===== src/design/dsr_pkg.sv =====
// ----------------------------------------------------------------------------
// dsr_pkg
// Shared types and constants of the dual-role space / right shift resolver.
// ----------------------------------------------------------------------------
`default_nettype none

package dsr_pkg;

    // timer width, elapsed time wraps at this many bits
    localparam int TIME_BITS = 16;
    localparam int CFG_W     = 16;
    localparam int CODE_W    = 16;
    localparam int CMP_W     = (TIME_BITS > CFG_W) ? TIME_BITS : CFG_W;

    // apb port
    localparam int APB_DATA_W = 32;
    localparam int APB_ADDR_W = 4;

    // register indexes
    localparam logic [1:0] REG_TAP_TERM       = 2'd0;
    localparam logic [1:0] REG_OVERLAP_WINDOW = 2'd1;
    localparam logic [1:0] REG_DUAL_KEY_CODE  = 2'd2;

    // register reset values
    localparam logic [CFG_W-1:0] RST_TAP_TERM       = 16'd200;
    localparam logic [CFG_W-1:0] RST_OVERLAP_WINDOW = 16'd50;
    localparam logic [CFG_W-1:0] RST_DUAL_KEY_CODE  = 16'd32259;

    // hid codes
    localparam logic [CODE_W-1:0] KC_SPC  = 16'h002C;
    localparam logic [CODE_W-1:0] KC_RSFT = 16'h00E5;
    localparam logic [CODE_W-1:0] KC_A    = 16'h0004;
    localparam logic [CODE_W-1:0] KC_Z    = 16'h001D;

    // job queue depth between front and back
    localparam int QUEUE_DEPTH = 2;
    localparam int QPTR_W      = (QUEUE_DEPTH > 1) ? $clog2(QUEUE_DEPTH) : 1;
    localparam int QCNT_W      = $clog2(QUEUE_DEPTH + 1);

    // at most three key actions per item, then the done item
    localparam int MAX_ACTS = 3;

    typedef enum logic [1:0] {
        ACT_REG   = 2'd0,
        ACT_UNREG = 2'd1,
        ACT_TAP   = 2'd2,
        ACT_DONE  = 2'd3
    } action_t;

    typedef struct packed {
        logic [CFG_W-1:0] tap_term;
        logic [CFG_W-1:0] overlap_window;
        logic [CFG_W-1:0] dual_key_code;
    } cfg_t;

    typedef struct packed {
        action_t           action;
        logic [CODE_W-1:0] code;
    } act_item_t;

    // one classified item: its key actions and the done verdict
    typedef struct packed {
        logic [1:0]                 count;
        act_item_t [MAX_ACTS-1:0]   items;
        logic                       pass_on;
    } job_t;

endpackage

`default_nettype wire


===== src/design/dsr_front.sv =====
// ----------------------------------------------------------------------------
// dsr_front
// Accepts key events and scan ticks, keeps the resolver state and turns each
// item into a job of key actions plus the pass-on verdict.
// ----------------------------------------------------------------------------
`default_nettype none

module dsr_front (
    input  wire logic                            clk,
    input  wire logic                            rst_n,
    input  wire dsr_pkg::cfg_t                   cfg,
    input  wire logic                            in_valid,
    output logic                                 in_ready,
    input  wire logic                            in_kind,
    input  wire logic [dsr_pkg::CODE_W-1:0]      in_key,
    input  wire logic                            in_pressed,
    input  wire logic [dsr_pkg::CODE_W-1:0]      in_now,
    output logic                                 job_valid,
    input  wire logic                            job_ready,
    output dsr_pkg::job_t                        job
);

    logic undecided_reg, undecided_next;
    logic prev_was_space_reg, prev_was_space_next;
    logic may_hold_space_reg, may_hold_space_next;
    logic release_as_space_reg, release_as_space_next;
    logic holding_space_reg, holding_space_next;
    logic [dsr_pkg::CODE_W-1:0]    buffered_key_reg, buffered_key_next;
    logic [dsr_pkg::TIME_BITS-1:0] press_stamp_reg, press_stamp_next;
    logic [dsr_pkg::TIME_BITS-1:0] buffered_stamp_reg, buffered_stamp_next;
    logic [dsr_pkg::TIME_BITS-1:0] space_tap_stamp_reg, space_tap_stamp_next;

    logic [dsr_pkg::TIME_BITS-1:0] now_t;
    logic [dsr_pkg::CMP_W-1:0]     since_press;
    logic [dsr_pkg::CMP_W-1:0]     since_buffered;
    logic [dsr_pkg::CMP_W-1:0]     since_tap;
    logic [dsr_pkg::CMP_W-1:0]     term;
    logic [dsr_pkg::CMP_W-1:0]     window;
    logic                          accept;
    logic                          is_dual;
    logic                          is_letter;
    logic                          has_buf;
    dsr_pkg::job_t                 job_c;

    assign accept    = in_valid && job_ready;
    assign in_ready  = job_ready;
    assign job_valid = in_valid;
    assign job       = job_c;

    // elapsed times, wrapping at the timer width
    assign now_t          = dsr_pkg::TIME_BITS'(in_now);
    assign since_press    = dsr_pkg::CMP_W'(dsr_pkg::TIME_BITS'(now_t - press_stamp_reg));
    assign since_buffered = dsr_pkg::CMP_W'(dsr_pkg::TIME_BITS'(now_t - buffered_stamp_reg));
    assign since_tap      = dsr_pkg::CMP_W'(dsr_pkg::TIME_BITS'(now_t - space_tap_stamp_reg));
    assign term           = dsr_pkg::CMP_W'(cfg.tap_term);
    assign window         = dsr_pkg::CMP_W'(cfg.overlap_window);

    assign is_dual   = (in_key == cfg.dual_key_code);
    assign is_letter = (in_key >= dsr_pkg::KC_A) && (in_key <= dsr_pkg::KC_Z);
    assign has_buf   = (buffered_key_reg != '0);

    // classify the item, build its job and the next resolver state
    always_comb
    begin
        undecided_next        = undecided_reg;
        prev_was_space_next   = prev_was_space_reg;
        may_hold_space_next   = may_hold_space_reg;
        release_as_space_next = release_as_space_reg;
        holding_space_next    = holding_space_reg;
        buffered_key_next     = buffered_key_reg;
        press_stamp_next      = press_stamp_reg;
        buffered_stamp_next   = buffered_stamp_reg;
        space_tap_stamp_next  = space_tap_stamp_reg;

        job_c.count   = 2'd0;
        job_c.pass_on = 1'b0;
        for (int i = 0; i < dsr_pkg::MAX_ACTS; i++)
        begin
            job_c.items[i].action = dsr_pkg::ACT_REG;
            job_c.items[i].code   = '0;
        end

        if (in_kind)
        begin
            // scan tick settles the role once the term has run out
            if (undecided_reg && (since_press > term))
            begin
                undecided_next = 1'b0;
                if (may_hold_space_reg)
                begin
                    holding_space_next    = 1'b1;
                    job_c.items[0].code   = dsr_pkg::KC_SPC;
                    release_as_space_next = 1'b1;
                end
                else
                begin
                    job_c.items[0].code   = dsr_pkg::KC_RSFT;
                    release_as_space_next = 1'b0;
                end
                job_c.items[1].code = buffered_key_reg;
                job_c.count         = has_buf ? 2'd2 : 2'd1;
            end
        end
        else if (!undecided_reg)
        begin
            if (is_dual)
            begin
                if (in_pressed)
                begin
                    may_hold_space_next   = prev_was_space_reg && (since_tap <= term);
                    prev_was_space_next   = 1'b0;
                    undecided_next        = 1'b1;
                    release_as_space_next = 1'b0;
                    buffered_key_next     = '0;
                    press_stamp_next      = now_t;
                    holding_space_next    = 1'b0;
                end
                else
                begin
                    job_c.items[0].action = dsr_pkg::ACT_UNREG;
                    job_c.items[0].code   = release_as_space_reg ? dsr_pkg::KC_SPC
                                                                 : dsr_pkg::KC_RSFT;
                    job_c.count           = 2'd1;
                    holding_space_next    = 1'b0;
                end
            end
            else
            begin
                // another key press ends a held space and turns it to shift
                if (holding_space_reg && in_pressed)
                begin
                    holding_space_next    = 1'b0;
                    job_c.items[0].action = dsr_pkg::ACT_UNREG;
                    job_c.items[0].code   = dsr_pkg::KC_SPC;
                    job_c.items[1].code   = dsr_pkg::KC_RSFT;
                    release_as_space_next = 1'b0;
                    job_c.count           = 2'd2;
                end
                job_c.pass_on = 1'b1;
            end
        end
        else
        begin
            undecided_next = 1'b0;
            if (in_pressed)
            begin
                may_hold_space_next = 1'b0;
                if (is_letter && !has_buf)
                begin
                    // hold the first letter back while undecided
                    undecided_next      = 1'b1;
                    buffered_key_next   = in_key;
                    buffered_stamp_next = now_t;
                end
                else
                begin
                    job_c.items[0].code   = dsr_pkg::KC_RSFT;
                    release_as_space_next = 1'b0;
                    job_c.items[1].code   = buffered_key_reg;
                    job_c.count           = has_buf ? 2'd2 : 2'd1;
                    job_c.pass_on         = 1'b1;
                end
            end
            else if (is_dual)
            begin
                if (has_buf)
                begin
                    if (since_buffered < window)
                    begin
                        job_c.items[0].action = dsr_pkg::ACT_TAP;
                        job_c.items[0].code   = dsr_pkg::KC_SPC;
                        job_c.items[1].code   = buffered_key_reg;
                        job_c.count           = 2'd2;
                    end
                    else
                    begin
                        job_c.items[0].code   = dsr_pkg::KC_RSFT;
                        job_c.items[1].code   = buffered_key_reg;
                        job_c.items[2].action = dsr_pkg::ACT_UNREG;
                        job_c.items[2].code   = dsr_pkg::KC_RSFT;
                        job_c.count           = 2'd3;
                    end
                end
                else if (since_press <= term)
                begin
                    job_c.items[0].action = dsr_pkg::ACT_TAP;
                    job_c.items[0].code   = dsr_pkg::KC_SPC;
                    job_c.count           = 2'd1;
                    prev_was_space_next   = 1'b1;
                    space_tap_stamp_next  = now_t;
                end
            end
            else if (has_buf && (in_key == buffered_key_reg))
            begin
                // buffered letter released first: shift plus the letter
                job_c.items[0].code   = dsr_pkg::KC_RSFT;
                release_as_space_next = 1'b0;
                job_c.items[1].action = dsr_pkg::ACT_TAP;
                job_c.items[1].code   = in_key;
                job_c.count           = 2'd2;
            end
            else
            begin
                // release of a key held from before: space
                release_as_space_next = 1'b1;
                job_c.items[0].code   = dsr_pkg::KC_SPC;
                job_c.items[1].code   = buffered_key_reg;
                job_c.count           = has_buf ? 2'd2 : 2'd1;
                job_c.pass_on         = 1'b1;
            end
        end
    end

    // resolver state
    always_ff @(posedge clk or negedge rst_n)
    begin
        if (!rst_n)
        begin
            undecided_reg        <= 1'b0;
            prev_was_space_reg   <= 1'b0;
            may_hold_space_reg   <= 1'b0;
            release_as_space_reg <= 1'b0;
            holding_space_reg    <= 1'b0;
            buffered_key_reg     <= '0;
            press_stamp_reg      <= '0;
            buffered_stamp_reg   <= '0;
            space_tap_stamp_reg  <= '0;
        end
        else if (accept)
        begin
            undecided_reg        <= undecided_next;
            prev_was_space_reg   <= prev_was_space_next;
            may_hold_space_reg   <= may_hold_space_next;
            release_as_space_reg <= release_as_space_next;
            holding_space_reg    <= holding_space_next;
            buffered_key_reg     <= buffered_key_next;
            press_stamp_reg      <= press_stamp_next;
            buffered_stamp_reg   <= buffered_stamp_next;
            space_tap_stamp_reg  <= space_tap_stamp_next;
        end
    end

endmodule

`default_nettype wire


===== src/design/dsr_queue.sv =====
// ----------------------------------------------------------------------------
// dsr_queue
// Short job queue that lets the front and the back stall independently.
// ----------------------------------------------------------------------------
`default_nettype none

module dsr_queue (
    input  wire logic          clk,
    input  wire logic          rst_n,
    input  wire logic          push_valid,
    output logic               push_ready,
    input  wire dsr_pkg::job_t push_job,
    output logic               pop_valid,
    input  wire logic          pop_ready,
    output dsr_pkg::job_t      pop_job
);

    dsr_pkg::job_t mem [dsr_pkg::QUEUE_DEPTH];

    logic [dsr_pkg::QPTR_W-1:0] wr_ptr_reg, wr_ptr_next;
    logic [dsr_pkg::QPTR_W-1:0] rd_ptr_reg, rd_ptr_next;
    logic [dsr_pkg::QCNT_W-1:0] count_reg, count_next;
    logic                       push;
    logic                       pop;

    assign push_ready = (count_reg != dsr_pkg::QCNT_W'(dsr_pkg::QUEUE_DEPTH));
    assign pop_valid  = (count_reg != '0);
    assign pop_job    = mem[rd_ptr_reg];
    assign push       = push_valid && push_ready;
    assign pop        = pop_valid && pop_ready;

    // pointer and fill bookkeeping
    always_comb
    begin
        wr_ptr_next = wr_ptr_reg;
        rd_ptr_next = rd_ptr_reg;
        count_next  = count_reg;
        if (push)
        begin
            wr_ptr_next = (wr_ptr_reg == dsr_pkg::QPTR_W'(dsr_pkg::QUEUE_DEPTH - 1))
                        ? '0 : wr_ptr_reg + 1'b1;
        end
        if (pop)
        begin
            rd_ptr_next = (rd_ptr_reg == dsr_pkg::QPTR_W'(dsr_pkg::QUEUE_DEPTH - 1))
                        ? '0 : rd_ptr_reg + 1'b1;
        end
        if (push && !pop)
        begin
            count_next = count_reg + 1'b1;
        end
        else if (pop && !push)
        begin
            count_next = count_reg - 1'b1;
        end
    end

    always_ff @(posedge clk or negedge rst_n)
    begin
        if (!rst_n)
        begin
            wr_ptr_reg <= '0;
            rd_ptr_reg <= '0;
            count_reg  <= '0;
        end
        else
        begin
            wr_ptr_reg <= wr_ptr_next;
            rd_ptr_reg <= rd_ptr_next;
            count_reg  <= count_next;
        end
    end

    // job storage
    always_ff @(posedge clk)
    begin
        if (push)
        begin
            mem[wr_ptr_reg] <= push_job;
        end
    end

endmodule

`default_nettype wire


===== src/design/dsr_back.sv =====
// ----------------------------------------------------------------------------
// dsr_back
// Walks the head job into the output register, one result per unstalled cycle:
// the key actions in order, then the done item with the pass-on verdict.
// ----------------------------------------------------------------------------
`default_nettype none

module dsr_back (
    input  wire logic                        clk,
    input  wire logic                        rst_n,
    input  wire logic                        job_valid,
    output logic                             job_ready,
    input  wire dsr_pkg::job_t               job,
    output logic                             out_valid,
    input  wire logic                        out_ready,
    output dsr_pkg::action_t                 out_action,
    output logic [dsr_pkg::CODE_W-1:0]       out_code,
    output logic                             out_pass_on,
    output logic                             out_last
);

    logic [1:0]                 idx_reg, idx_next;
    logic                       valid_reg, valid_next;
    dsr_pkg::action_t           action_reg;
    logic [dsr_pkg::CODE_W-1:0] code_reg;
    logic                       pass_on_reg;
    logic                       last_reg;

    logic                       load;
    logic                       at_done;
    dsr_pkg::act_item_t         cur_item;

    assign at_done   = (idx_reg == job.count);
    assign load      = job_valid && (!valid_reg || out_ready);
    assign job_ready = load && at_done;

    // pick the current action of the head job
    always_comb
    begin
        case (idx_reg)
            2'd0:    cur_item = job.items[0];
            2'd1:    cur_item = job.items[1];
            2'd2:    cur_item = job.items[2];
            default: cur_item = job.items[0];
        endcase
    end

    // step through the job, hold the output while stalled
    always_comb
    begin
        idx_next   = idx_reg;
        valid_next = valid_reg && !out_ready;
        if (load)
        begin
            valid_next = 1'b1;
            idx_next   = at_done ? 2'd0 : idx_reg + 2'd1;
        end
    end

    always_ff @(posedge clk or negedge rst_n)
    begin
        if (!rst_n)
        begin
            idx_reg   <= 2'd0;
            valid_reg <= 1'b0;
        end
        else
        begin
            idx_reg   <= idx_next;
            valid_reg <= valid_next;
        end
    end

    // output payload
    always_ff @(posedge clk)
    begin
        if (load)
        begin
            if (at_done)
            begin
                action_reg  <= dsr_pkg::ACT_DONE;
                code_reg    <= '0;
                pass_on_reg <= job.pass_on;
                last_reg    <= 1'b1;
            end
            else
            begin
                action_reg  <= cur_item.action;
                code_reg    <= cur_item.code;
                pass_on_reg <= 1'b0;
                last_reg    <= 1'b0;
            end
        end
    end

    assign out_valid   = valid_reg;
    assign out_action  = action_reg;
    assign out_code    = code_reg;
    assign out_pass_on = pass_on_reg;
    assign out_last    = last_reg;

endmodule

`default_nettype wire


===== src/design/dual_role_space_shift_resolver.sv =====
// An item's first result is held in the job queue, then in the output register.
// Throughput: an item yields one to four results, one per cycle on the output
// register while the result port is not stalled; a new item is taken every cycle
// while the two-entry job queue has room, so the output port sets the sustained rate.
// Reset: rst_n clears resolver state, queue and output valid at once, and
// loads the registers with their defaults; no clearing pass.
// ----------------------------------------------------------------------------
// dual_role_space_shift_resolver
// Dual-role space / right shift key resolver with apb configuration and
// stream ports: front classifier, job queue and result sequencer.
// ----------------------------------------------------------------------------
`default_nettype none

module dual_role_space_shift_resolver (
    input  wire logic                               clk,
    input  wire logic                               rst_n,
    // apb configuration
    input  wire logic                               psel,
    input  wire logic                               penable,
    input  wire logic                               pwrite,
    input  wire logic [dsr_pkg::APB_ADDR_W-1:0]     paddr,
    input  wire logic [dsr_pkg::APB_DATA_W-1:0]     pwdata,
    output logic [dsr_pkg::APB_DATA_W-1:0]          prdata,
    output logic                                    pready,
    // input stream
    input  wire logic                               s_tvalid,
    output logic                                    s_tready,
    input  wire logic [39:0]                        s_tdata,  // key_code, pressed, now_ms
    input  wire logic                               s_tuser,  // kind
    // result stream
    output logic                                    m_tvalid,
    input  wire logic                               m_tready,
    output logic [23:0]                             m_tdata,  // out_code, pass_on
    output logic [1:0]                              m_tuser,  // action
    output logic                                    m_tlast
);

    logic [dsr_pkg::CFG_W-1:0] tap_term_reg;
    logic [dsr_pkg::CFG_W-1:0] overlap_window_reg;
    logic [dsr_pkg::CFG_W-1:0] dual_key_code_reg;
    logic [1:0]                reg_index;
    logic                      cfg_write;
    dsr_pkg::cfg_t             cfg;

    logic                       fq_valid;
    logic                       fq_ready;
    dsr_pkg::job_t              fq_job;
    logic                       qb_valid;
    logic                       qb_ready;
    dsr_pkg::job_t              qb_job;
    dsr_pkg::action_t           res_action;
    logic [dsr_pkg::CODE_W-1:0] res_code;
    logic                       res_pass_on;

    // configuration registers
    assign pready    = 1'b1;
    assign reg_index = paddr[3:2];
    assign cfg_write = psel && penable && pwrite && pready;

    always_ff @(posedge clk or negedge rst_n)
    begin
        if (!rst_n)
        begin
            tap_term_reg       <= dsr_pkg::RST_TAP_TERM;
            overlap_window_reg <= dsr_pkg::RST_OVERLAP_WINDOW;
            dual_key_code_reg  <= dsr_pkg::RST_DUAL_KEY_CODE;
        end
        else if (cfg_write)
        begin
            case (reg_index)
                dsr_pkg::REG_TAP_TERM:       tap_term_reg       <= pwdata[15:0];
                dsr_pkg::REG_OVERLAP_WINDOW: overlap_window_reg <= pwdata[15:0];
                dsr_pkg::REG_DUAL_KEY_CODE:  dual_key_code_reg  <= pwdata[15:0];
                default: ;
            endcase
        end
    end

    // register read back
    always_comb
    begin
        case (reg_index)
            dsr_pkg::REG_TAP_TERM:       prdata = dsr_pkg::APB_DATA_W'(tap_term_reg);
            dsr_pkg::REG_OVERLAP_WINDOW: prdata = dsr_pkg::APB_DATA_W'(overlap_window_reg);
            dsr_pkg::REG_DUAL_KEY_CODE:  prdata = dsr_pkg::APB_DATA_W'(dual_key_code_reg);
            default:                     prdata = '0;
        endcase
    end

    assign cfg.tap_term       = tap_term_reg;
    assign cfg.overlap_window = overlap_window_reg;
    assign cfg.dual_key_code  = dual_key_code_reg;

    // front: classify items and update resolver state
    dsr_front u_front (
        .clk        (clk),
        .rst_n      (rst_n),
        .cfg        (cfg),
        .in_valid   (s_tvalid),
        .in_ready   (s_tready),
        .in_kind    (s_tuser),
        .in_key     (s_tdata[15:0]),
        .in_pressed (s_tdata[16]),
        .in_now     (s_tdata[32:17]),
        .job_valid  (fq_valid),
        .job_ready  (fq_ready),
        .job        (fq_job)
    );

    // job queue
    dsr_queue u_queue (
        .clk        (clk),
        .rst_n      (rst_n),
        .push_valid (fq_valid),
        .push_ready (fq_ready),
        .push_job   (fq_job),
        .pop_valid  (qb_valid),
        .pop_ready  (qb_ready),
        .pop_job    (qb_job)
    );

    // back: emit results
    dsr_back u_back (
        .clk         (clk),
        .rst_n       (rst_n),
        .job_valid   (qb_valid),
        .job_ready   (qb_ready),
        .job         (qb_job),
        .out_valid   (m_tvalid),
        .out_ready   (m_tready),
        .out_action  (res_action),
        .out_code    (res_code),
        .out_pass_on (res_pass_on),
        .out_last    (m_tlast)
    );

    assign m_tuser = res_action;
    assign m_tdata = {7'd0, res_pass_on, res_code};

endmodule

`default_nettype wire


===== config.mk =====
export PLATFORM = sky130hd
export DESIGN_NAME = dual_role_space_shift_resolver
export DESIGN_NICKNAME = d
export VERILOG_FILES = /design/src/design/dsr_pkg.sv /design/src/design/dsr_front.sv /design/src/design/dsr_queue.sv /design/src/design/dsr_back.sv /design/src/design/dual_role_space_shift_resolver.sv
export SDC_FILE = /design/constraint.sdc
export NUM_CORES = 1
export LEC_CHECK = 0
export BUFFER_PORTS_ARGS = -buffer_cell sky130_fd_sc_hd__buf_2
export CAP_MARGIN = 10
export CELL_PAD_IN_SITES_DETAIL_PLACEMENT = 0
export CELL_PAD_IN_SITES_GLOBAL_PLACEMENT = 1
export CORE_MARGIN = 4
export CORE_UTILIZATION = 50
export CTS_BUF_LIST = sky130_fd_sc_hd__clkbuf_16
export CTS_CLUSTER_DIAMETER = 50
export DETAILED_ROUTE_END_ITERATION = 10
export PLACE_DENSITY_LB_ADDON = 0.1
export RECOVER_POWER = 50
export SYNTH_ARGS = -nofsm -noshare
export SYNTH_HDL_FRONTEND = slang
export SYNTH_SLANG_ARGS = --single-unit
export TNS_END_PERCENT = 30

===== constraint.sdc =====
create_clock -name clk -period 8.6 [get_ports clk]
set_input_delay 0.86 -clock clk [delete_from_list [all_inputs] [get_ports clk]]
set_output_delay 0.86 -clock clk [all_outputs]
set_load 0.01 [all_outputs]

==> results of run 1 <==
==> synth_stat cells, types with 14 or more instances <==
master    count  share of area
nand2_1      98          0.031
nand4_1      21          0.011
inv_1        94          0.029
o21ai_0      90          0.037
xnor2_1      69          0.050
nand3_1      15         0.0062
o21a_1       20          0.012
a21oi_1      49          0.020
buf_4        27          0.017
dfstp_2      14          0.031
dfrtp_1     110           0.23
mux2_2       48          0.045
mux2i_1      42          0.035
clkbuf_1     14         0.0044
a21o_1       16          0.010
nor2b_1      23          0.012
nor2_1       57          0.018
ha_1         96           0.10
edfxtp_1     72           0.18
==> area by class of cell <==
cell class                 instances  area share
timing repair buffer             107     0.03860
tap                              319     0.02996
sequential                       196      0.3965
multi-input combinational        833      0.4632
clock buffer                      17     0.03193
inverter                          94     0.02649
clock inverter                    15     0.01324
==> worst reg2reg max path, stage by stage (launching register included) <==
cell and delay [ps]:
dfrtp_1 360, inv_1 80, ha_1 280, nor2b_1 160
o31a_1 280, o211ai_1 170, nand2_1 120, a41o_1 270
o41ai_1 380, xnor2_1 130, ha_1 340, nand4_2 130
or4_1 700, a21oi_2 260, nand4_4 420, mux2_4 500
==> layout by cell type (no fill, tap or decap), types with 6 or more instances in the layout <==
| cell type | n |
|---|---|
| dfrtp_1 | 110 |
| nand2_1 | 98 |
| ha_1 | 96 |
| inv_1 | 95 |
| o21ai_0 | 90 |
| buf_2 | 72 |
| edfxtp_1 | 72 |
| xnor2_1 | 69 |
| nor2_1 | 56 |
| a21oi_1 | 49 |
| mux2_2 | 48 |
| mux2i_1 | 42 |
| clkbuf_1 | 29 |
| conb_1 | 24 |
| nor2b_1 | 23 |
| nand4_1 | 21 |
| o21a_1 | 20 |
| clkbuf_16 | 17 |
| a21o_1 | 16 |
| nand3_1 | 15 |
| dfstp_2 | 14 |
| nor3_1 | 12 |
| o211ai_1 | 10 |
| and3_1 | 10 |
| o31a_1 | 9 |
| mux2_4 | 9 |
| xor2_1 | 8 |
| nand2b_1 | 7 |
| nor4_1 | 7 |
| a22o_1 | 7 |
| or3_1 | 6 |
| or2_2 | 6 |
| buf_4 | 6 |
==> power groups by stage <==
stage                     logic [mW]  clock network, mW  registers, mW
after CTS                      0.846              0.825           1.30
final                          0.819              0.805           1.31
after global placement         0.828                  0           1.32
after global routing           0.926              0.868           1.32
after detailed placement       0.841                  0           1.32
after floorplan                0.577                  0           1.32
==> stage by stage <==
stage | instances | cell area [µm²] | total power, mW | hold slack, ps | utilization
after detailed placement | 1549 | 12780 | 2.162 | 485.1 | 0.5413
final | 1581 | 13320 | 2.929 | 494.0 | 0.5642
after global placement | 1549 | 12780 | 2.144 | 479.9 | 0.5413
after floorplan | 1180 | 12140 | 1.894 | 460.8 | -
after global routing | 1581 | 13320 | 3.118 | 526.1 | 0.5642
after CTS | 1581 | 13380 | 2.973 | 504.2 | 0.5668
==> routing by layer <==
metal,up-vias,part of all wire,track usage
li1,4265,-,-
met5,-,0,0
met3,36,0.035,0.02952
met2,160,0.50,0.3792
met1,4040,0.44,0.2718
met4,0,0.024,0.06900
==> worst max path at each step <==
stage | end | from
final | u_front.space_tap_stamp_reg[0] | s_tdata[17]
after floorplan | u_queue.mem[0][19] | s_tdata[17]
after global placement | u_front.space_tap_stamp_reg[0] | s_tdata[17]
after global routing | u_front.space_tap_stamp_reg[0] | s_tdata[17]
after detailed placement | u_front.space_tap_stamp_reg[0] | s_tdata[17]
after CTS | u_front.space_tap_stamp_reg[0] | s_tdata[17]
==> logic make-up after synthesis <==
group,synth area share
adders and majority gates,0.1046
muxes,0.09372
xor gates and xnor gates,0.05594
other,0.0006230
buffers and inverters,0.05750
DFF,0.4382
AOI/OAI and AO/OA,0.1302
and+or+nand+nor,0.1193
==> summary.txt, run 1 <==
Finish
  • Area delta synth->final: 10.50%
  • Max reg flops: 52
  • Largest Register: u_queue.mem
  • Fill count: 2136
  • Register area: 0.005283 mm²
  • Layout cells sized above 1: 0.1561
  • Fin nets: 1432
  • Antenna diodes: 0
  • Multi-input logic area: 0.006171 mm²

STA
  • Slew @ Worst Pin: 3486 ps
  • Final setup vio count: 0
  • Setup TNS Final: 0 ps
  • Max Freq: 0.2011 GHz
  • Final period util: 0.5781
  • Tmin final: 4972 ps
  • Slew Viols, Final: 92
  • Clock skew: 17.30 ps
  • Rel. slew slack: -1.324
  • Final hold vios: 0
  • RSZ-0062 raised after global routing: false
  • Final setup margin: 3628 ps

Routing
  • Routed WL: 27890 µm
  • Avg WL per Cell: 17.64 µm
  • Routed via count: 8501
  • TritonRoute pass-1 iters: 5
  • ANT nets after route: 0
  • DRC violations left: 0
  • Initial DRC count: 359
  • Routed vias/inst: 5.377

Clock network
  • CTS tree: yes
  • Hold_buf cts: 0
  • CTS Root Cell: clkbuf_16
  • Worst skew pair latency: 440 ps
  • Clock-pin slew on the worst setup and hold paths: 80 ps
  • Htree depth: 4
  • CTS sink cnt: 196
  • Post-cts sizing count: 0
  • Num CTS Buffers: 17
  • Postcts setup bufs: 0
  • Clock Tree Buf Depth: 2

Synthesis
  • Syn Std Cell Area: 0.01206 mm²
  • Synth unique cells: 75
  • EDFF count, synth: 72
  • #FFs+latches synth: 196
  • Register area share after synthesis: 0.4382
  • Syn. warnings: 0
  • Post-Syn Instances: 1158
  • Syn avg cell area: 10.41 µm²
  • Ys flop type: dfrtp_1
  • Async S/R FF share, synth: 0.6327

Power
  • Reg power frac: 0.446
  • VDD IR max: 0.1558 mV
  • Net Sw Power: 0.9909 mW
  • Int Pwr: 1.938 mW
  • Pwr dens: 219.8 mW/mm²
  • Logic pwr share: 0.280
  • Sw Share: 0.3384
  • Clock power frac: 0.275
  • P_leak: 6.014 nW

Worst setup path
  • Slowest cell on crit path: or4_1
  • Worst r2r path cells: 15
  • CP Cell Sequence: buf_2, inv_1, ha_1, fa_1, nor2b_1, o31a_1, o211ai_1, nand2_1, a41o_1, o41ai_1, xnor2_1, ha_1, nand4_2, or4_1, a21oi_2, nand4_4, mux2_4
  • Max incr delay on CP: 700 ps
  • Setup Crit Path Kind: in2reg
  • Startpoint of the worst register-to-register path: u_front.press_stamp_reg[2]
  • Buf/Inv on CP: 2
  • R2R Setup Slk: 3880 ps
  • Stages on worst setup path: 17
  • Startpoint types: input pin
  • Crit path DAT: 5290 ps
  • Cell family with most CP delay: simple AND/OR/NAND/NOR gates
  • Worst path required time: 8920 ps
  • Setup crit end kind: register
  • R2R Path End: u_front.space_tap_stamp_reg[0]
  • Top cell by count, worst path: ha_1
  • Maximum fanout along the worst path: 16

Status
  • Status: finished, violations left
  • Failing checks: max-capacitance violations, max-slew violations

Place
  • Dpl ws: 3146 ps
  • Placer Congestion: 0.8449
  • Dpl hpwl: 21720 µm
  • IO Port Bufs: 96

Global route
  • Total GRT Usage: 0.2143
  • Number of global-route vias before repair: 8482
  • Total grt overflow: 0
  • Pin count of the biggest net entering global routing: 64
  • First-pass GRT wire length: 45020 µm
  • Initial antenna violation count: 0

Floorplanning
  • Die height: 163.3 µm
  • Die area: 0.02666 mm²
  • # rows: 56
  • I/O pin total: 146
  • Initial Utilization: 0.5105
  • Die width: 163.3 µm
  • Core ar.: 0.02361 mm²

Hold path
  • WHS Endpoint: u_front.buffered_stamp_reg[0]
  • Hold_sp: u_front.buffered_stamp_reg[0]
  • Hold depth: 1
  • Worst hold path type: reg2reg

Flow run
  • Max-cap violations: 2
No activity file was read; power rests on OpenSTA's default activity.
==> inputs of run 2 (changes only) <==
Settings changed: CORE_UTILIZATION 50 to 47.
Clock period 8.6 ns to 5.1 ns, I/O delays scaled along.
==> summary.txt, run 2 (synthesis results as in run 1) <==
Worst setup path
  • R2R Path End: u_queue.mem[1][19]
  • Worst r2r path cells: 16 (+1)
  • Maximum fanout along the worst path: 9 (-7)
  • Setup Crit Path Kind: reg2reg
  • Crit path DAT: 4770 ps (-520 ps)
  • Startpoint of the worst register-to-register path: u_front.press_stamp_reg[0]
  • Buf/Inv on CP: 0 (-2)
  • R2R Setup Slk: 520 ps (-3360 ps)
  • Worst path required time: 5290 ps (-3630 ps)
  • Setup crit end kind: register
  • CP Cell Sequence: ha_1, fa_1, nor2b_1, o31a_1, o211ai_1, nand2_1, a41o_1, o41ai_1, xnor2_1, ha_1, nand4_2, or4_1, nand3_1, o21ai_0, o21bai_2, a221o_1
  • Startpoint types: register
  • Top cell by count, worst path: ha_1
  • Cell family with most CP delay: compound AO/OA/AOI/OAI gates
  • Max incr delay on CP: 690 ps (about the same)
  • Slowest cell on crit path: or4_1

Power
  • Int Pwr: 3.281 mW (+69%)
  • Pwr dens: 373.2 mW/mm² (+70%)
  • Sw Share: 0.3433 (+0.004939)
  • Clock power frac: 0.280 (+0.005)
  • Reg power frac: 0.441 (-0.005)
  • VDD IR max: 0.2518 mV (+62%)
  • Logic pwr share: 0.279 (about the same)
  • Net Sw Power: 1.715 mW (+73%)
  • P_leak: 6.037 nW (+0.39%)

STA
  • Final period util: 0.8986
  • RSZ-0062 raised after global routing: false
  • Slew Viols, Final: 184 (+100%)
  • Slew @ Worst Pin: 2736 ps (-750.3 ps)
  • Rel. slew slack: -0.8242 (+0.5002)
  • Final setup margin: 517.3 ps (-3111 ps)
  • Hold_ws: 311.9 ps (-182.1 ps)
  • Final setup vio count: 0 (unchanged)
  • Max Freq: 0.2182 GHz
  • Setup TNS Final: 0 ps (unchanged)
  • Final hold vios: 0 (unchanged)
  • Clock skew: 13.59 ps (-3.717 ps)
  • Tmin final: 4583 ps

Place
  • Dpl ws: 148.3 ps (-2997 ps)
  • Placer Congestion: 0.8620 (+2.0%)
  • Dpl hpwl: 22450 µm (+3.4%)
  • Cells after DPL: 1564 (+0.97%)
  • IO Port Bufs: 96 (unchanged)

Floorplanning
  • # rows: 58 (+3.6%)
  • Core ar.: 0.02518 mm² (+6.6%)
  • Initial Utilization: 0.4787 (-0.03181)
  • Die area: 0.02828 mm² (+6.1%)
  • Die width: 168.2 µm (+3.0%)
  • I/O pin total: 146 (unchanged)
  • Die height: 168.2 µm (+3.0%)

Routing
  • WL met3: 796 µm (-17%)
  • DRC violations left: 0 (unchanged)
  • Initial DRC count: 365 (+1.7%)
  • Routed vias/inst: 5.365 (-0.23%)
  • Max Used Layer: met4
  • TritonRoute pass-1 iters: 7 (+2)
  • Routed via count: 8562 (+0.72%)
  • Avg WL per Cell: 17.97 µm (+1.9%)
  • Met1 Wirelength: 12580 µm (+2.8%)
  • ANT nets after route: 0 (unchanged)
  • Met2 routed WL: 14930 µm (+6.4%)
  • Routed WL: 28690 µm (+2.9%)

Status
  • Status: finished, violations left
  • Failing checks: max-capacitance violations, max-slew violations

Clock network
  • CTS tree: yes
  • Postcts setup bufs: 0 (unchanged)
  • Worst skew pair latency: 440 ps (about the same)
  • Htree depth: 4 (unchanged)
  • Hold_buf cts: 0 (unchanged)
  • CTS sink cnt: 196 (unchanged)
  • Clock-pin slew on the worst setup and hold paths: 80 ps (about the same)
  • CTS Root Cell: clkbuf_16
  • Num CTS Buffers: 17 (unchanged)
  • Clock Tree Buf Depth: 2 (unchanged)
  • Post-cts sizing count: 0 (unchanged)

Finish
  • Fin cells: 1596 (+0.95%)
  • Layout cells sized above 1: 0.1588 (+0.002666)
  • Antenna diodes: 0 (unchanged)
  • Commonest non-fill, non-tap cell in the layout: dfrtp_1
  • Register area: 0.005283 mm² (unchanged)
  • Multi-input logic area: 0.006171 mm² (unchanged)
  • Area delta synth->final: 11.03%
  • Largest Register: u_queue.mem
  • Fill count: 2323 (+8.8%)
  • Commonest cells after routing, fill and taps aside: dfrtp_1 (110), nand2_1 (98), ha_1 (96)
  • Max reg flops: 52 (unchanged)
  • Fin nets: 1436 (+0.28%)

Hold path
  • Hold_sp: pwdata[2]
  • Worst hold path type: in2reg
  • WHS Endpoint: tap_term_reg[2]
  • Hold depth: 3 (+2)

Global route
  • First-pass GRT wire length: 45950 µm (+2.1%)
  • Total grt overflow: 0 (unchanged)
  • Pin count of the biggest net entering global routing: 48 (-25%)
  • Number of global-route vias before repair: 8498 (+0.19%)
  • Total GRT Usage: 0.2043 (-0.009931)
  • Initial antenna violation count: 0 (unchanged)

Flow run
  • Max-cap violations: 5 (+3)
run 2: cell count changes in the layout (fill, tap and decap cells not counted), sizes merged:
cell	before	now
clkbuf	46	47
buf	78	81
run 2: layer usage:
layer | up-vias | global-route usage
met3 | 26 | 0.02301
met2 | 138 | 0.3711
met4 | 0 | 0.05293
met1 | 4135 | 0.2595
li1 | 4263 | -
met5 | - | 0
run 2: per-stage QoR:
| stage | instance area (µm²) | power (mW) | utilization |
|---|---|---|---|
| floorplan | 12140 | 3.194 | - |
| finish | 13390 | 4.996 | 0.5316 |
| global placement | 12840 | 3.625 | 0.5098 |
| CTS | 13450 | 5.074 | 0.5342 |
| detailed placement | 12840 | 3.659 | 0.5098 |
| global route | 13390 | 5.298 | 0.5316 |
run 2: area by class of cell:
cell class | count | share of cell area
Multi-Input combinational cell | 833 | 0.4610
Inverter | 94 | 0.02636
Clock buffer | 17 | 0.03178
Clock inverter | 15 | 0.01421
Sequential cell | 196 | 0.3947
Timing Repair Buffer | 111 | 0.04113
Tap cell | 330 | 0.03085
run 2: power by group through the flow:
stage               Clock, mW  Sequential, mW  Combinational, mW
floorplan                   0            2.22              0.973
global placement            0            2.22               1.41
detailed placement          0            2.23               1.43
CTS                      1.44            2.20               1.44
global route             1.50            2.24               1.56
finish                   1.40            2.20               1.40
run 2: worst max-delay path by stage:
| stage | endpoint | startpoint | depth (start not counted) |
|---|---|---|---|
| 2_1_floorplan | u_queue.mem[0][19] | s_tdata[17] | 17 |
| 3_3_place_gp | u_queue.mem[1][19] | s_tdata[17] | 18 |
| 3_5_place_dp | u_queue.mem[0][19] | s_tdata[17] | 18 |
| 4_1_cts | u_queue.mem[0][19] | u_front.press_stamp_reg[0] | 16 |
| 5_1_grt | u_front.buffered_key_reg[3] | rst_n | 2 |
| 6_report | u_queue.mem[1][19] | u_front.press_stamp_reg[0] | 16 |
run 2: worst reg2reg max path, stage by stage (launching register included):
cell and delay (ps):
dfrtp_1 360, ha_1 200, fa_1 240, nor2b_1 80, o31a_1 280, o211ai_1 170, nand2_1 130, a41o_1 270
o41ai_1 350, xnor2_1 130, ha_1 350, nand4_2 130, or4_1 690, nand3_1 150, o21ai_0 140, o21bai_2 310
a221o_1 350
==> inputs of run 3 (changes only) <==
Settings changed: PLACE_DENSITY from default to 0.92, PLACE_DENSITY_LB_ADDON 0.1 to default.
==> summary.txt, run 3 (synthesis results as in run 1) <==
Floorplanning
  • # rows: 58 (unchanged)
  • Die height: 168.2 µm (unchanged)
  • Core ar.: 0.02518 mm² (unchanged)
  • I/O pin total: 146 (unchanged)
  • Die area: 0.02828 mm² (unchanged)
  • Initial Utilization: 0.4787 (unchanged)
  • Die width: 168.2 µm (unchanged)

Power
  • Int Pwr: 3.276 mW (-0.14%)
  • Pwr dens: 374.0 mW/mm² (+0.20%)
  • Net Sw Power: 1.727 mW (+0.70%)
  • Logic pwr share: 0.280 (about the same)
  • VDD IR max: 0.3156 mV (+25%)
  • Sw Share: 0.3452 (+0.001895)
  • P_leak: 6.028 nW (-0.16%)
  • Reg power frac: 0.441 (about the same)
  • Clock power frac: 0.279 (about the same)

Routing
  • DRC violations left: 0 (unchanged)
  • Routed WL: 28090 µm (-2.1%)
  • ANT nets after route: 0 (unchanged)
  • Routed vias/inst: 5.505 (+2.6%)
  • TritonRoute pass-1 iters: 7 (unchanged)
  • Routed via count: 8769 (+2.4%)
  • Initial DRC count: 416 (+14%)
  • Avg WL per Cell: 17.63 µm (-1.9%)

STA
  • RSZ-0062 raised after global routing: false
  • Slew Viols, Final: 87 (-53%)
  • Rel. slew slack: -1.222 (-0.3975)
  • Setup TNS Final: 0 ps (unchanged)
  • Clock skew: 14.10 ps (+0.5137 ps)
  • Final setup vio count: 0 (unchanged)
  • Final period util: 0.9170 (+0.01848)
  • Final hold vios: 0 (unchanged)
  • Slew @ Worst Pin: 3333 ps (+596.3 ps)
  • Max Freq: 0.2138 GHz (-2.0%)
  • Hold_ws: 299.7 ps (-12.22 ps)
  • Final setup margin: 423.1 ps (-94.23 ps)
  • Tmin final: 4677 ps (+94.23 ps)

Worst setup path
  • Setup crit end kind: register
  • Crit path DAT: 4870 ps (+100 ps)
  • Setup Crit Path Kind: reg2reg
  • Worst path required time: 5300 ps (about the same)
  • Maximum fanout along the worst path: 9 (unchanged)
  • Startpoint types: register

Place
  • Placer Congestion: 0.8389 (-2.7%)
  • Dpl hpwl: 21640 µm (-3.6%)
  • IO Port Bufs: 96 (unchanged)
  • DP Area: 0.01281 mm² (-0.23%)
  • Dpl ws: 97.33 ps (-50.94 ps)

Clock network
  • Postcts setup bufs: 0 (unchanged)
  • CTS Root Cell: clkbuf_16
  • Hold_buf cts: 0 (unchanged)
  • Clock-pin slew on the worst setup and hold paths: 80 ps (about the same)
  • CTS sink cnt: 196 (unchanged)
  • Htree depth: 4 (unchanged)
  • Worst skew pair latency: 460 ps (+20 ps)
  • Post-cts sizing count: 0 (unchanged)
  • Num CTS Buffers: 17 (unchanged)
  • CTS tree: yes
  • Clock Tree Buf Depth: 2 (unchanged)

Finish
  • Layout cells sized above 1: 0.1577 (-0.001082)
  • Fin area: 0.01338 mm² (about the same)
  • Area delta synth->final: 10.97% (about the same)
  • Commonest non-fill, non-tap cell in the layout: dfrtp_1
  • Fin nets: 1432 (-0.28%)
  • Commonest cells after routing, fill and taps aside: dfrtp_1 (110), nand2_1 (98), ha_1 (96)
  • Largest Register: u_queue.mem
  • Max reg flops: 52 (unchanged)

Hold path
  • Worst hold path type: in2reg

Global route
  • Total GRT Usage: 0.1973 (-0.007011)
  • Pin count of the biggest net entering global routing: 68 (+42%)
  • Number of global-route vias before repair: 8681 (+2.2%)
  • First-pass GRT wire length: 44550 µm (-3.0%)
  • Initial antenna violation count: 1 (+1)
  • Total grt overflow: 0 (unchanged)

Status
  • Failing checks: max-capacitance violations, max-slew violations
  • Status: finished, violations left

Flow run
  • Max-cap violations: 2 (-3)
## run 3: path summary, 6_finish.rpt
kind | endpoint | slack [ps] | startpoint | depth (start not counted)
setup reg to reg | u_queue.mem[0][19] | 420 | u_front.press_stamp_reg[2] | 16
setup / recovery | u_queue.mem[0][19] | 420 | u_front.press_stamp_reg[2] | 16
hold / removal | tap_term_reg[13] | 300 | pwdata[13] | 3
min in group asynchronous | u_front.buffered_key_reg[11] | 1160 | rst_n | 1
hold reg to reg | u_front.space_tap_stamp_reg[3] | 510 | u_front.space_tap_stamp_reg[3] | 1
max in group asynchronous | u_front.buffered_stamp_reg[3] | 1700 | rst_n | 2
## run 3: critical path, cell delays in order, from the launching register on
cell	delay, ps
dfrtp_1	330
inv_1	50
ha_1	320
nor2b_1	160
o31a_1	270
o211ai_1	170
nand2_1	130
a41o_1	270
o41ai_1	410
xnor2_1	140
ha_1	370
nand4_2	140
or4_1	700
nand3_1	150
o21ai_0	130
o21bai_2	310
a221o_1	370
## run 3: cell type report
class | count | area (µm²)
multi-input cells | 833 | 6171
repair buffers | 107 | 530.5
inverters | 94 | 352.8
fillers | 2251 | 11800
clock buffers | 17 | 425.4
flip-flops and latches | 196 | 5283
well taps | 330 | 412.9
diodes | 1 | 2.502
clock inverters | 15 | 200.2
## run 3: metrics by stage
| step | util | cells | power (mW) |
|---|---|---|---|
| global route | 0.5313 | 1593 | 5.280 |
| finish | 0.5313 | 1593 | 5.003 |
| global placement | 0.5086 | 1560 | 3.584 |
| CTS | 0.5334 | 1592 | 5.045 |
| floorplan | - | 1180 | 3.194 |
| detailed placement | 0.5086 | 1560 | 3.656 |
## run 3: per-layer routing
layer | part of all wire | wire [µm] | GRT usage
met1 | 0.43 | 12170 | 0.2502
met2 | 0.50 | 14160 | 0.3478
met3 | 0.044 | 1246 | 0.03099
met4 | 0.018 | 512 | 0.06034
met5 | 0 | 0 | 0
## run 3: power groups by stage
stage	clock network, mW	logic, mW	registers (mW)
after floorplan	0	0.973	2.22
after global placement	0	1.37	2.21
after detailed placement	0	1.42	2.24
after CTS	1.41	1.43	2.21
after global routing	1.48	1.56	2.24
final	1.40	1.40	2.21
